===== src/rtl/msss_pkg.sv =====
// ----------------------------------------------------------------------------
// msss_pkg
// Shared types, register codes and digit/segment helpers for the
// multiplexed seven-segment scanner.
// ----------------------------------------------------------------------------
package msss_pkg;

    localparam int unsigned FRAME_BITS = 16;

    localparam logic ACTION_TICK = 1'b0;
    localparam logic ACTION_LOAD = 1'b1;

    localparam logic REG_REFRESH_PERIOD     = 1'b0;
    localparam logic REG_SEGMENT_ACTIVE_LOW = 1'b1;

    localparam logic [7:0]  REFRESH_PERIOD_RESET = 8'd2;
    localparam logic        ACTIVE_LOW_RESET     = 1'b1;
    localparam logic [13:0] DISPLAY_MODULUS      = 14'd10000;

    typedef struct packed {
        logic [FRAME_BITS-1:0] bits;
        logic [1:0]            digit;
    } frame_t;

    function automatic logic [13:0] mod_display(input logic [15:0] v);
        logic [15:0] r;
        r = v;
        if (r >= 16'd40000)
        begin
            r = r - 16'd40000;
        end
        if (r >= 16'd20000)
        begin
            r = r - 16'd20000;
        end
        if (r >= 16'd10000)
        begin
            r = r - 16'd10000;
        end
        return r[13:0];
    endfunction

    function automatic logic [15:0] quot_recip(input logic [1:0] pos);
        logic [15:0] r;
        case (pos)
            2'd0:    r = 16'd1;
            2'd1:    r = 16'd52429;
            2'd2:    r = 16'd5243;
            2'd3:    r = 16'd8389;
            default: r = 16'd1;
        endcase
        return r;
    endfunction

    function automatic logic [4:0] quot_shift(input logic [1:0] pos);
        logic [4:0] s;
        case (pos)
            2'd0:    s = 5'd0;
            2'd1:    s = 5'd19;
            2'd2:    s = 5'd19;
            2'd3:    s = 5'd23;
            default: s = 5'd0;
        endcase
        return s;
    endfunction

    function automatic logic [7:0] seg_pattern(input logic [3:0] d);
        logic [7:0] p;
        case (d)
            4'd0:    p = 8'h3F;
            4'd1:    p = 8'h06;
            4'd2:    p = 8'h5B;
            4'd3:    p = 8'h4F;
            4'd4:    p = 8'h66;
            4'd5:    p = 8'h6D;
            4'd6:    p = 8'h7D;
            4'd7:    p = 8'h07;
            4'd8:    p = 8'h7F;
            4'd9:    p = 8'h6F;
            default: p = 8'h00;
        endcase
        return p;
    endfunction

    function automatic logic [7:0] digit_select(input logic [1:0] pos);
        return 8'h08 >> pos;
    endfunction

endpackage


===== src/rtl/msss_if.sv =====
// ----------------------------------------------------------------------------
// msss_if
// Valid/ready channels: command items in, serial frame bits out.
// ----------------------------------------------------------------------------
interface msss_in_if;
    logic        valid;
    logic        ready;
    logic        action;
    logic [15:0] value;

    modport source (output valid, action, value, input ready);
    modport sink   (input valid, action, value, output ready);
endinterface

interface msss_out_if;
    logic       valid;
    logic       ready;
    logic       serial_bit;
    logic [3:0] bit_position;
    logic [1:0] active_digit;
    logic       latch_last;

    modport source (output valid, serial_bit, bit_position, active_digit, latch_last,
                    input ready);
    modport sink   (input valid, serial_bit, bit_position, active_digit, latch_last,
                    output ready);
endinterface


===== src/rtl/msss_frame_tx.sv =====
// ----------------------------------------------------------------------------
// msss_frame_tx
// Frame serializer: holds one 16-bit frame and hands it out MSB first,
// one bit item per accepted handshake, flagging the last bit.
// ----------------------------------------------------------------------------
module msss_frame_tx (
    input  logic              clk,
    input  logic              rst_n,
    input  logic              load,
    input  msss_pkg::frame_t  frame,
    output logic              can_load,
    msss_out_if.source        bits
);

    localparam int unsigned CNT_W    = $clog2(msss_pkg::FRAME_BITS);
    localparam logic [CNT_W-1:0] LAST_BIT = CNT_W'(msss_pkg::FRAME_BITS - 1);

    logic [msss_pkg::FRAME_BITS-1:0] shift_reg;
    logic [CNT_W-1:0]                cnt_reg;
    logic [1:0]                      digit_reg;
    logic                            valid_reg;
    logic                            last;
    logic                            take;

    assign last     = (cnt_reg == LAST_BIT);
    assign take     = valid_reg && bits.ready;
    assign can_load = !valid_reg || (take && last);

    always_ff @(posedge clk or negedge rst_n)
    begin
        if (!rst_n)
        begin
            valid_reg <= 1'b0;
            cnt_reg   <= '0;
        end
        else if (load)
        begin
            valid_reg <= 1'b1;
            cnt_reg   <= '0;
        end
        else if (take)
        begin
            if (last)
            begin
                valid_reg <= 1'b0;
            end
            cnt_reg <= cnt_reg + CNT_W'(1);
        end
    end

    always_ff @(posedge clk)
    begin
        if (load)
        begin
            shift_reg <= frame.bits;
            digit_reg <= frame.digit;
        end
        else if (take)
        begin
            shift_reg <= shift_reg << 1;
        end
    end

    assign bits.valid        = valid_reg;
    assign bits.serial_bit   = shift_reg[msss_pkg::FRAME_BITS-1];
    assign bits.bit_position = cnt_reg;
    assign bits.active_digit = digit_reg;
    assign bits.latch_last   = last;

    a_load_when_free: assert property (@(posedge clk) disable iff (!rst_n)
        load |-> can_load)
        else $error("frame loaded over a frame still in flight");

    a_bit_advance: assert property (@(posedge clk) disable iff (!rst_n)
        (take && !last) |=> (valid_reg && cnt_reg == $past(cnt_reg) + CNT_W'(1)))
        else $error("bit position did not advance within a frame");

    a_load_starts: assert property (@(posedge clk) disable iff (!rst_n)
        load |=> (valid_reg && cnt_reg == '0))
        else $error("frame did not start at bit zero");

endmodule


===== src/rtl/multiplexed_seven_segment_scanner_unit.sv =====
// ----------------------------------------------------------------------------
// multiplexed_seven_segment_scanner_unit
// Four-digit multiplexed seven-segment scanner with a 16-bit serial frame.
// A refresh tick passes s0, s1, s2 and s3 in turn, then loads the serializer.
// Throughput: one item per cycle while the pipe advances; one bit per cycle
// out of the serializer while ready is high; the pipe backs up while it is busy.
// Reset: number, digit and tick counter clear; period 2, active-low segments.
// ----------------------------------------------------------------------------
module multiplexed_seven_segment_scanner_unit (
    input  logic        clk,
    input  logic        rst_n,
    msss_in_if.sink     cmd,
    msss_out_if.source  bits,
    input  logic        psel,
    input  logic        penable,
    input  logic        pwrite,
    input  logic [2:0]  paddr,
    input  logic [31:0] pwdata,
    output logic [31:0] prdata,
    output logic        pready
);

    logic [7:0]  refresh_period_reg;
    logic        active_low_reg;

    logic        s0_valid_reg;
    logic        s0_action_reg;
    logic [15:0] s0_value_reg;

    logic [13:0] shown_number_reg;
    logic [13:0] shown_number_next;
    logic [1:0]  digit_index_reg;
    logic [1:0]  digit_index_next;
    logic [7:0]  tick_count_reg;
    logic [7:0]  tick_count_next;

    logic        s1_valid_reg;
    logic [13:0] s1_number_reg;
    logic [1:0]  s1_pos_reg;

    logic        s2_valid_reg;
    logic [13:0] s2_quot_reg;
    logic [1:0]  s2_pos_reg;

    logic        s3_valid_reg;
    logic [3:0]  s3_digit_reg;
    logic [1:0]  s3_pos_reg;

    logic        adv;
    logic        tx_can_load;
    logic        tx_load;
    logic        cfg_write;
    logic [8:0]  tick_inc;
    logic        refresh;
    logic        is_load;
    logic [29:0] scaled;
    logic [13:0] quot;
    logic [29:0] tens_prod;
    logic [13:0] tens;
    logic [3:0]  digit;
    logic [7:0]  seg;
    msss_pkg::frame_t frame;

    assign cfg_write = psel && penable && pwrite;
    assign pready    = 1'b1;

    always_comb
    begin
        case (paddr[2])
            msss_pkg::REG_REFRESH_PERIOD:     prdata = {24'd0, refresh_period_reg};
            msss_pkg::REG_SEGMENT_ACTIVE_LOW: prdata = {31'd0, active_low_reg};
            default:                          prdata = 32'd0;
        endcase
    end

    always_ff @(posedge clk or negedge rst_n)
    begin
        if (!rst_n)
        begin
            refresh_period_reg <= msss_pkg::REFRESH_PERIOD_RESET;
            active_low_reg     <= msss_pkg::ACTIVE_LOW_RESET;
        end
        else if (cfg_write)
        begin
            case (paddr[2])
                msss_pkg::REG_REFRESH_PERIOD:     refresh_period_reg <= pwdata[7:0];
                msss_pkg::REG_SEGMENT_ACTIVE_LOW: active_low_reg     <= pwdata[0];
                default:                          ;
            endcase
        end
    end

    // advance the whole pipe only when the last stage can drain
    assign adv       = !s3_valid_reg || tx_can_load;
    assign tx_load   = s3_valid_reg && tx_can_load;
    assign cmd.ready = adv;

    assign is_load  = s0_valid_reg && (s0_action_reg == msss_pkg::ACTION_LOAD);
    assign tick_inc = {1'b0, tick_count_reg} + 9'd1;
    assign refresh  = s0_valid_reg && (s0_action_reg == msss_pkg::ACTION_TICK)
                      && (tick_inc >= {1'b0, refresh_period_reg});

    always_comb
    begin
        shown_number_next = shown_number_reg;
        digit_index_next  = digit_index_reg;
        tick_count_next   = tick_count_reg;
        if (is_load)
        begin
            shown_number_next = msss_pkg::mod_display(s0_value_reg);
        end
        else if (refresh)
        begin
            tick_count_next  = 8'd0;
            digit_index_next = digit_index_reg + 2'd1;
        end
        else if (s0_valid_reg)
        begin
            tick_count_next = tick_inc[7:0];
        end
    end

    always_ff @(posedge clk or negedge rst_n)
    begin
        if (!rst_n)
        begin
            s0_valid_reg     <= 1'b0;
            s1_valid_reg     <= 1'b0;
            s2_valid_reg     <= 1'b0;
            s3_valid_reg     <= 1'b0;
            shown_number_reg <= '0;
            digit_index_reg  <= '0;
            tick_count_reg   <= '0;
        end
        else if (adv)
        begin
            s0_valid_reg     <= cmd.valid;
            s1_valid_reg     <= refresh;
            s2_valid_reg     <= s1_valid_reg;
            s3_valid_reg     <= s2_valid_reg;
            shown_number_reg <= shown_number_next;
            digit_index_reg  <= digit_index_next;
            tick_count_reg   <= tick_count_next;
        end
    end

    // digit position via reciprocal multiply, then remainder by ten
    assign scaled    = 30'(s1_number_reg) * 30'(msss_pkg::quot_recip(s1_pos_reg));
    assign quot      = 14'(scaled >> msss_pkg::quot_shift(s1_pos_reg));
    assign tens_prod = 30'(s2_quot_reg) * 30'd52429;
    assign tens      = 14'(tens_prod[29:19]);
    assign digit     = 4'(s2_quot_reg - tens * 14'd10);

    always_ff @(posedge clk)
    begin
        if (adv)
        begin
            s0_action_reg <= cmd.action;
            s0_value_reg  <= cmd.value;
            s1_number_reg <= shown_number_reg;
            s1_pos_reg    <= digit_index_reg;
            s2_quot_reg   <= quot;
            s2_pos_reg    <= s1_pos_reg;
            s3_digit_reg  <= digit;
            s3_pos_reg    <= s2_pos_reg;
        end
    end

    assign seg = active_low_reg ? ~msss_pkg::seg_pattern(s3_digit_reg)
                                :  msss_pkg::seg_pattern(s3_digit_reg);
    assign frame.bits  = {seg, msss_pkg::digit_select(s3_pos_reg)};
    assign frame.digit = s3_pos_reg;

    msss_frame_tx u_frame_tx (
        .clk      (clk),
        .rst_n    (rst_n),
        .load     (tx_load),
        .frame    (frame),
        .can_load (tx_can_load),
        .bits     (bits)
    );

    a_number_range: assert property (@(posedge clk) disable iff (!rst_n)
        shown_number_reg < msss_pkg::DISPLAY_MODULUS)
        else $error("shown number out of range");

    a_digit_range: assert property (@(posedge clk) disable iff (!rst_n)
        s3_valid_reg |-> (s3_digit_reg <= 4'd9))
        else $error("extracted digit above nine");

    a_stall_hold: assert property (@(posedge clk) disable iff (!rst_n)
        (s3_valid_reg && !adv) |=> (s3_valid_reg && $stable(s3_digit_reg)
                                    && $stable(s3_pos_reg)))
        else $error("pending digit lost during stall");

endmodule


===== src/flat_wrapper.sv =====
// flat-port wrapper written by rule: the top's interface ports become plain ports
module multiplexed_seven_segment_scanner_unit_flat 
  (clk, rst_n, psel, penable, pwrite, paddr, pwdata, prdata, pready, cmd_valid, cmd_action, cmd_value, cmd_ready, bits_valid, bits_serial_bit, bits_bit_position, bits_active_digit, bits_latch_last, bits_ready);
  msss_in_if cmd_i ();
  msss_out_if bits_i ();
  input  logic clk;
  input  logic rst_n;
  input  logic psel;
  input  logic penable;
  input  logic pwrite;
  input  logic [2:0] paddr;
  input  logic [31:0] pwdata;
  output logic [31:0] prdata;
  output logic pready;
  input wire logic [$bits(cmd_i.valid)-1:0] cmd_valid;
  input wire logic [$bits(cmd_i.action)-1:0] cmd_action;
  input wire logic [$bits(cmd_i.value)-1:0] cmd_value;
  output wire logic [$bits(cmd_i.ready)-1:0] cmd_ready;
  output wire logic [$bits(bits_i.valid)-1:0] bits_valid;
  output wire logic [$bits(bits_i.serial_bit)-1:0] bits_serial_bit;
  output wire logic [$bits(bits_i.bit_position)-1:0] bits_bit_position;
  output wire logic [$bits(bits_i.active_digit)-1:0] bits_active_digit;
  output wire logic [$bits(bits_i.latch_last)-1:0] bits_latch_last;
  input wire logic [$bits(bits_i.ready)-1:0] bits_ready;
  assign cmd_i.valid = cmd_valid;
  assign cmd_i.action = cmd_action;
  assign cmd_i.value = cmd_value;
  assign cmd_ready = cmd_i.ready;
  assign bits_valid = bits_i.valid;
  assign bits_serial_bit = bits_i.serial_bit;
  assign bits_bit_position = bits_i.bit_position;
  assign bits_active_digit = bits_i.active_digit;
  assign bits_latch_last = bits_i.latch_last;
  assign bits_i.ready = bits_ready;
  multiplexed_seven_segment_scanner_unit u_core (.clk(clk), .rst_n(rst_n), .cmd(cmd_i), .bits(bits_i), .psel(psel), .penable(penable), .pwrite(pwrite), .paddr(paddr), .pwdata(pwdata), .prdata(prdata), .pready(pready));
endmodule

===== config.mk =====
export PLATFORM = sky130hd
export DESIGN_NAME = multiplexed_seven_segment_scanner_unit_flat
export DESIGN_NICKNAME = d
export VERILOG_FILES = /design/src/rtl/msss_pkg.sv /design/src/rtl/msss_if.sv /design/src/rtl/msss_frame_tx.sv /design/src/rtl/multiplexed_seven_segment_scanner_unit.sv /design/src/flat_wrapper.sv
export SDC_FILE = /design/constraint.sdc
export NUM_CORES = 1
export LEC_CHECK = 0
export BUFFER_PORTS_ARGS = -buffer_cell sky130_fd_sc_hd__buf_2
export CAP_MARGIN = 20
export CORE_UTILIZATION = 25
export CTS_CLUSTER_SIZE = 25
export DETAILED_ROUTE_END_ITERATION = 10
export PLACE_DENSITY = 0.46
export SLEW_MARGIN = 20
export SYNTH_ARGS = -nofsm -noshare
export SYNTH_HDL_FRONTEND = slang
export SYNTH_SLANG_ARGS = --single-unit

===== constraint.sdc =====
create_clock -name clk -period 8.7 [get_ports clk]
set_input_delay 0.87 -clock clk [delete_from_list [all_inputs] [get_ports clk]]
set_output_delay 0.87 -clock clk [all_outputs]
set_load 0.005 [all_outputs]

==> results.ini, run 1 <==
[worst_setup_path]
cp-start-kind=register
crit_fanout=16
required_ns=8.86
crit_type=reg2reg
slowest_stage=ha_1
worstSetupEndpointType=register
crit_buf_inv=5
cpMostUsedCell=fa_1
worst-path-stages=23
reg2reg_depth=23
cpPeakStageDelay_ns=0.66
cp_data_arrival_time_ns=7.89
cp_top_family=adder cells
path_cells=inv_1 -> ha_1 -> buf_4 -> and2_1 -> inv_1 -> fa_1 -> fa_1 -> inv_1 -> fa_1 -> fa_1 -> fa_1 -> fa_1 -> ha_1 -> inv_1 -> o21bai_1 -> a21oi_1 -> o21ai_0 -> a31oi_1 -> nand4_1 -> a31o_2 -> o41ai_1 -> xnor2_1 -> mux4_2

[route]
vias_per_cell=4.29
vias=10700
drtAntennaViolNets=0
wire_per_inst_um=14.0
drcViolationCount=0
drt-total-wl_um=35100
firstDrtPassIters=5
first_iter_violations=428

[synth]
synthArstFlopShare=0.344
yosys.area.top_type_share=0.206
yosys-top-cells-area=fa_1 21%, ha_1 19%, edfxtp_1 14%
synth_top_cell_by_area=fa_1
synth_cells=1608
synth_edf_count=73
synth_seq_cells=122
ys_seq_area_frac=0.214
yosysUniqueCellTypes=84
ys_warn_count=0
synthFlopType=edfxtp_1
synth_area_um2=15800
syn_avg_cell_area_um2=9.85

[place]
dp_hpwl_um=29700
gp_congestion=0.842
port_buffers=50
dp_worst_setup_slack_ns=0.891

[floorplan]
rows=91
core_area_um2=62200
ioPinCount=102
die_y_um=254
initial_utilization=0.255
die_w_um=254
die_area_um2=64400

[flow_run]
cap_violations=0

[global_routing]
grt_pass1_vias=11300
grt_use_total=0.113
grt_pass1_wl_um=57600
antenna_found_initial=0
grt_max_degree=43
overflow=0

[timing]
fmax_mhz=129
relSlewSlack=0.395
setup_ws_ns=0.969
final-hold-violation-count=0
finalCritPeriodShare=0.889
fin_hold_ws_ns=0.418
setup_viol=0
rsz0062_at_grt=no
slew_violations=0
period_needed_ns=7.73
worst_pin_slew_ns=0.900
fin_worst_skew_ns=0.0216
fin_tns_setup_ns=0

[clock_tree]
clk_pin_slew_worst_paths_ns=0.06
clockBufferDepth=2
cts_setup_buffers=0
cts_max_level=4
cts_tree=done
cts_inserted_buffers=17
cts_resized=0
cts.hold.buffers_added=0
clockRootBuffer=clkbuf_16
clkSinkCount=122
clk-insertion-delay-late_ns=0.43

[cells_and_area]
diodes=0
filler_cell_count=6636
multiInputGateArea_um2=11100
regArea_um2=3390
final_layout_size_suffix_gt1_frac=0.0931
fin_nets=2112
area_growth_pct=11.2
fin_util=0.283

[status]
outcome=finished clean

[worst_hold_path]
hold_class=in2async

==> path summary, 6_finish.rpt <==
kind                                      start                                      to  slack [ns]
hold / removal                            rst_n  u_core.u_frame_tx.bits.bit_position[1]        0.42
hold reg to reg            u_core.s2_pos_reg[1]                    u_core.s3_pos_reg[1]        0.42
setup / recovery           u_core.s1_pos_reg[0]                   u_core.s2_quot_reg[4]        0.97
setup reg to reg           u_core.s1_pos_reg[0]                   u_core.s2_quot_reg[4]        0.97
max in group asynchronous                 rst_n              u_core.shown_number_reg[6]        7.86
min in group clk           u_core.s2_pos_reg[1]                    u_core.s3_pos_reg[1]        0.42
==> cell families (layout without fill, tap and decap cells) <==
group,Yosys count,in the layout,synth area share
buf+inv,365,399,0.0933
simple gates,360,360,0.116
mux,40,40,0.0306
xor+xnor,90,90,0.0498
fa+ha+maj,401,401,0.394
flops,122,122,0.214
other cells,2,25,0.000474
compound gates,228,228,0.102
==> per-layer routing <==
layer	vias up	track usage	part of all wire
met5	-	0	0
met4	0	0.0250	0.012
li1	5373	-	-
met2	89	0.195	0.49
met1	5236	0.148	0.48
met3	28	0.0156	0.016
==> cell usage in the layout, fill, tap and decap left out, types with 39 or more instances in the layout <==
cell	count
a21oi_1	39
and2_1	45
buf_2	49
dfrtp_1	40
edfxtp_1	73
fa_1	163
ha_1	238
inv_1	305
nand2_1	137
nor2_1	61
o21ai_0	48
xnor2_1	60
==> Yosys cell counts, drive strengths merged, types with 13 or more instances <==
cell type  instances
a21o              23
fa               163
nand3             19
a31oi             23
o21bai            13
xnor2             60
nand2            137
buf               31
inv              306
o21ai             51
mux2              18
edfxtp            73
nor2b             20
and3              14
nor3              16
mux2i             18
nor2              61
xor2              30
clkbuf            26
dfrtp             40
and2              45
ha               238
a21oi             42
==> layout make-up <==
class | instances | area share
Clock buffer | 18 | 0.0244
Clock inverter | 14 | 0.0124
Inverter | 308 | 0.0656
Multi-Input combinational cell | 1144 | 0.628
Sequential cell | 122 | 0.192
Tap cell | 837 | 0.0594
Timing Repair Buffer | 59 | 0.0182
==> per-stage QoR <==
step                instance area, um2  instances
detailed placement               17000       2470
CTS                              17600       2502
finish                           17600       2502
global route                     17600       2502
floorplan                        15900       1631
global placement                 17000       2470
Power of run 1 is left out: the tool's default activity adds up to more than one toggle a clock period on the data nets, which glitch-free logic cannot reach.
==> run 2, diff against run 1 <==
- SYNTH_HIERARCHICAL: unset -> 1
==> results.ini, run 2 <==
[status]
outcome=finished clean  ; unchanged

[floorplan]
initial_utilization=0.254  ; was 0.255
die_y_um=253  ; was 254 um
die_w_um=253  ; was 254 um
die_area_um2=63800  ; was 64,400 um2
ioPinCount=102  ; unchanged
core_area_um2=61800  ; was 62,200 um2
rows=91  ; unchanged

[synth]
ys_seq_area_frac=0.216  ; was 0.214
yosys-top-cells-count=324 x inv_1, 216 x ha_1, 186 x fa_1  ; was 306 x inv_1, 238 x ha_1, 163 x fa_1
yosys.area.top_type_share=0.237  ; was 0.206
synth_top_cell_by_area=fa_1  ; unchanged
synthFlopType=edfxtp_1  ; unchanged
synth_area_um2=15700  ; was 15,800 um2
synth_seq_cells=122  ; unchanged
syn_avg_cell_area_um2=9.93  ; was 9.85 um2
yosys-top-cells-area=fa_1 24%, ha_1 17%, edfxtp_1 14%  ; was fa_1 21%, ha_1 19%, edfxtp_1 14%
synth_cells=1580  ; was 1,608
ys_warn_count=6  ; was 0
synthArstFlopShare=0.344  ; unchanged
synthMostInstantiatedCell=inv_1  ; unchanged
yosysUniqueCellTypes=84  ; unchanged
synth_edf_count=73  ; unchanged

[route]
drtAntennaViolNets=0  ; unchanged
vias=10500  ; was 10,700
firstDrtPassIters=5  ; unchanged
vias_per_cell=4.22  ; was 4.29
wire_per_inst_um=13.9  ; was 14.0 um
first_iter_violations=417  ; was 428
drt-total-wl_um=34500  ; was 35,100 um
drcViolationCount=0  ; unchanged

[place]
gp_congestion=0.873  ; was 0.842
dp_hpwl_um=29400  ; was 29,700 um
port_buffers=50  ; unchanged

[timing]
final-hold-violation-count=0  ; unchanged
period_needed_ns=7.70  ; was 7.73 ns
worst_pin_slew_ns=0.986  ; was 0.900 ns
fin_tns_setup_ns=0  ; unchanged
finalCritPeriodShare=0.885  ; was 0.889
fin_worst_skew_ns=0.0127  ; was 0.0216 ns
rsz0062_at_grt=no  ; unchanged
fmax_mhz=130  ; was 129 MHz
slew_violations=0  ; unchanged
fin_hold_ws_ns=0.422  ; was 0.418 ns
setup_viol=0  ; unchanged
relSlewSlack=0.343  ; was 0.395

[cells_and_area]
final_cell_mix=323 x inv_1, 216 x ha_1, 186 x fa_1  ; was 305 x inv_1, 238 x ha_1, 163 x fa_1
final_common_cell=inv_1  ; unchanged
area_growth_pct=10.9  ; was 11.2%
final_layout_size_suffix_gt1_frac=0.0908  ; was 0.0931
diodes=0  ; unchanged
filler_cell_count=6533  ; was 6,636
fin_nets=2089  ; was 2,112

[worst_setup_path]
worstSetupEndpointType=register  ; unchanged
cpMostUsedCell=fa_1  ; unchanged
crit_type=reg2reg  ; unchanged
crit_fanout=6  ; was 16
required_ns=9.05  ; was 8.86 ns
slowest_stage=fa_1  ; was ha_1
cp-start-kind=register  ; unchanged
cpPeakStageDelay_ns=0.59  ; was 0.66 ns
cp_data_arrival_time_ns=8.05  ; was 7.89 ns

[global_routing]
grt_use_total=0.114  ; was 0.113
antenna_found_initial=0  ; unchanged
grt_max_degree=45  ; was 43
overflow=0  ; unchanged
grt_pass1_wl_um=57900  ; was 57,600 um
grt_pass1_vias=11100  ; was 11,300

[clock_tree]
cts.hold.buffers_added=0  ; unchanged
cts_tree=done  ; unchanged
clockBufferDepth=2  ; unchanged
clk-insertion-delay-late_ns=0.44  ; was 0.43 ns
cts_setup_buffers=0  ; unchanged
clk_pin_slew_worst_paths_ns=0.06  ; about the same
cts_inserted_buffers=17  ; unchanged
cts_max_level=4  ; unchanged
clkSinkCount=122  ; unchanged
cts_resized=0  ; unchanged
clockRootBuffer=clkbuf_16  ; unchanged

[worst_hold_path]
hold_class=reg2reg  ; was in2async

[flow_run]
cap_violations=0  ; unchanged

==> run 2: changes by cell type after synthesis, moves of 11 or more <==
cell and change:
mux2_2 +11, fa_1 +23, ha_1 -22, a31oi_1 -14, inv_1 +18, nand2_1 -19, a21oi_1 +14, o21ai_0 -16
xnor2_1 -18, nand3_1 +12
==> run 2: kinds of logic after synthesis <==
logic type      count (synthesis)  synth area share
fa+ha+maj                     402             0.409
buf+inv                       382            0.0992
simple gates                  349             0.110
compound gates                217            0.0994
flops                         122             0.216
xor+xnor                       65            0.0372
mux                            41            0.0286
other cells                     2          0.000479
==> run 2: area by class of cell <==
class	instances	area, um2	share of cell area
tap	837	1050	0.0602
inverter	324	1220	0.0699
clock buffer	20	479	0.0275
timing repair buffer	60	328	0.0188
multi-input combinational	1103	10900	0.624
clock inverter	12	87.6	0.00503
sequential	122	3390	0.195
==> run 2: routing by layer <==
metal	global-route usage	share of wire	routed length, um
met1	0.148	0.47	16300
met2	0.194	0.49	16800
met3	0.0180	0.022	747
met4	0.0322	0.019	672
met5	0	0	0
==> run 2: worst paths after layout <==
check	slack, ns	depth (start not counted)	start	endpoint
worst max-delay path	1.00	28	u_core/s2_quot_reg[5]	register
worst min-delay path	0.42	0	u_core/s2_pos_reg[0]	u_core/s3_pos_reg[0]
worst max register to register	1.00	28	u_core/s2_quot_reg[5]	register
worst min register to register	0.42	0	u_core/s2_pos_reg[0]	u_core/s3_pos_reg[0]
max in group asynchronous	7.89	1	rst_n	u_core/shown_number_reg[5]
min in group asynchronous	0.43	1	rst_n	u_core/refresh_period_reg[5]
==> run 2: per-stage QoR <==
| step | std cells | utilization | instance area [um2] | setup slack (ns) |
|---|---|---|---|---|
| floorplan | 1607 | - | 15800 | 1.83 |
| global placement | 2446 | 0.272 | 16800 | 1.01 |
| detailed placement | 2446 | 0.272 | 16800 | 0.925 |
| CTS | 2478 | 0.281 | 17400 | 0.906 |
| global route | 2478 | 0.281 | 17400 | 0.531 |
| finish | 2478 | 0.281 | 17400 | 1.00 |
==> run 2: worst max-delay path: cells and delay by family (launching register included) <==
| kind | cells | cell delay, ns |
|---|---|---|
| fa+ha+maj | 9 | 3.48 |
| compound gates | 6 | 1.47 |
| mux | 1 | 0.43 |
| xor+xnor | 6 | 1.14 |
| flops | 1 | 0.56 |
| buf+inv | 5 | 0.29 |
| simple gates | 1 | 0.22 |
Power of run 2 is left out for the same reason.
==> run 3, diff against run 2 <==
- PLACE_DENSITY: 0.46 -> 0.47
- clock period: 8.7 -> 6.2 ns (I/O delays scaled with it)
==> results.ini, run 3 (synthesized netlist as in run 2, its figures left out) <==
[timing]
period_needed_ns=6.94  ; was 7.70 ns
fmax_mhz=144  ; was 130 MHz
fin_worst_skew_ns=0.0117  ; was 0.0127 ns
rsz0062_at_grt=yes  ; was no
setup_viol=20  ; was 0
setup_ws_ns=-0.737  ; was 1.00 ns
final-hold-violation-count=0  ; unchanged
relSlewSlack=0.318  ; was 0.343
slew_violations=0  ; unchanged
worst_pin_slew_ns=1.02  ; was 0.986 ns
finalCritPeriodShare=1.12  ; was 0.885

[worst_setup_path]
cp-start-kind=register  ; unchanged
worstSetupEndpointType=register  ; unchanged
crit_fanout=5  ; was 6
crit_type=reg2reg  ; unchanged
cpMostUsedCell=fa_1  ; unchanged
cpPeakStageDelay_ns=0.53  ; was 0.59 ns
required_ns=6.50  ; was 9.05 ns
cp_data_arrival_time_ns=7.23  ; was 8.05 ns
slowest_stage=fa_1  ; unchanged

[place]
gp_congestion=0.834  ; was 0.873
port_buffers=50  ; unchanged
dp.cells=2623  ; was 2,446
dp_hpwl_um=31100  ; was 29,400 um

[clock_tree]
clk-insertion-delay-late_ns=0.43  ; was 0.44 ns
cts_max_level=4  ; unchanged
clkSinkCount=122  ; unchanged
clk_pin_slew_worst_paths_ns=0.06  ; about the same
clockBufferDepth=2  ; unchanged
cts_tree=done  ; unchanged
cts_inserted_buffers=17  ; unchanged
clockRootBuffer=clkbuf_16  ; unchanged

[floorplan]
die_w_um=253  ; unchanged
core_area_um2=61800  ; unchanged
ioPinCount=102  ; unchanged
rows=91  ; unchanged
initial_utilization=0.254  ; unchanged
die_area_um2=63800  ; unchanged
die_y_um=253  ; unchanged

[cells_and_area]
final_cells=2679  ; was 2,478
final_cell_mix=311 x inv_1, 206 x buf_4, 201 x ha_1  ; was 323 x inv_1, 216 x ha_1, 186 x fa_1
area_growth_pct=24.8  ; was 10.9%
final_layout_size_suffix_gt1_frac=0.246  ; was 0.0908
fin_nets=2290  ; was 2,089
final_common_cell=inv_1  ; unchanged
diodes=0  ; unchanged
fin_util=0.317  ; was 0.281

[route]
firstDrtPassIters=4  ; was 5
wire_per_inst_um=13.7  ; was 13.9 um
vias=11300  ; was 10,500
drtAntennaViolNets=0  ; unchanged
drt-total-wl_um=36800  ; was 34,500 um
drcViolationCount=0  ; unchanged
vias_per_cell=4.20  ; was 4.22
first_iter_violations=411  ; was 417

[status]
outcome=complete, but fails checks  ; was finished clean
violations=negative setup slack

[worst_hold_path]
hold_class=in2async  ; was reg2reg

[global_routing]
antenna_found_initial=0  ; unchanged
grt_pass1_wl_um=61000  ; was 57,900 um
grt_pass1_vias=12100  ; was 11,100
overflow=0  ; unchanged
grt_max_degree=61  ; was 45
grt_use_total=0.120  ; was 0.114

[flow_run]
cap_violations=0  ; unchanged

-- run 3: repair_timing --
action / CTS / global route
gates resized for setup: 68 / 33
hold buffers: 0 / 0
setup endpoints to repair: 20 / 22
pin swaps: 44 / 24
gates cloned: 1 / 0
setup buffers: 22 / 3
-- run 3: area by class of cell --
cell class | count | area, um2
clock buffers | 20 | 500
clock inverters | 12 | 96.3
fillers | 6391 | 42200
inverters | 324 | 1220
multi-input cells | 1104 | 11500
flip-flops and latches | 122 | 3390
well taps | 837 | 1050
repair buffers | 260 | 1870
-- run 3: path summary, 6_finish.rpt --
| path | from | slack [ns] | cells after the start | end |
|---|---|---|---|---|
| max | u_core/s2_quot_reg[12] | -0.74 | 29 | register |
| min | rst_n | 0.19 | 1 | u_core/refresh_period_reg[5] |
| max reg2reg | u_core/s2_quot_reg[12] | -0.74 | 29 | register |
| min reg2reg | u_core/s2_pos_reg[0] | 0.42 | 0 | u_core/s3_pos_reg[0] |
| max in group asynchronous | rst_n | 5.64 | 1 | u_core/shown_number_reg[1] |
| min in group clk | cmd_value[13] | 0.37 | 1 | u_core/s0_value_reg[13] |
-- run 3: critical path, delay by kind of cell, from the launching register on --
family | cells | cell delay (ns)
mux | 1 | 0.15
buf+inv | 6 | 0.43
xor+xnor | 6 | 1.07
flops | 1 | 0.41
compound gates | 6 | 1.08
fa+ha+maj | 9 | 3.51
simple gates | 1 | 0.15
-- run 3: through the flow --
| step | area (um2) | setup TNS, ns | hold WS, ns | setup WS, ns |
|---|---|---|---|---|
| floorplan | 16000 | -2.62 | 0.324 | -0.424 |
| detailed placement | 18300 | -9.56 | 0.410 | -0.665 |
| finish | 19600 | -8.76 | 0.187 | -0.737 |
| global placement | 18300 | -8.67 | 0.407 | -0.592 |
| CTS | 19400 | -7.54 | 0.340 | -0.661 |
| global route | 19600 | -13.88 | 0.219 | -1.04 |
-- run 3: routing by layer --
layer / global-route usage / wire length [um] / share of wire
met3: 0.0145 / 677 / 0.018
met4: 0.0312 / 581 / 0.016
met1: 0.149 / 16700 / 0.45
met5: 0 / 0 / 0
met2: 0.216 / 18900 / 0.51
Power of run 3 is left out for the same reason.
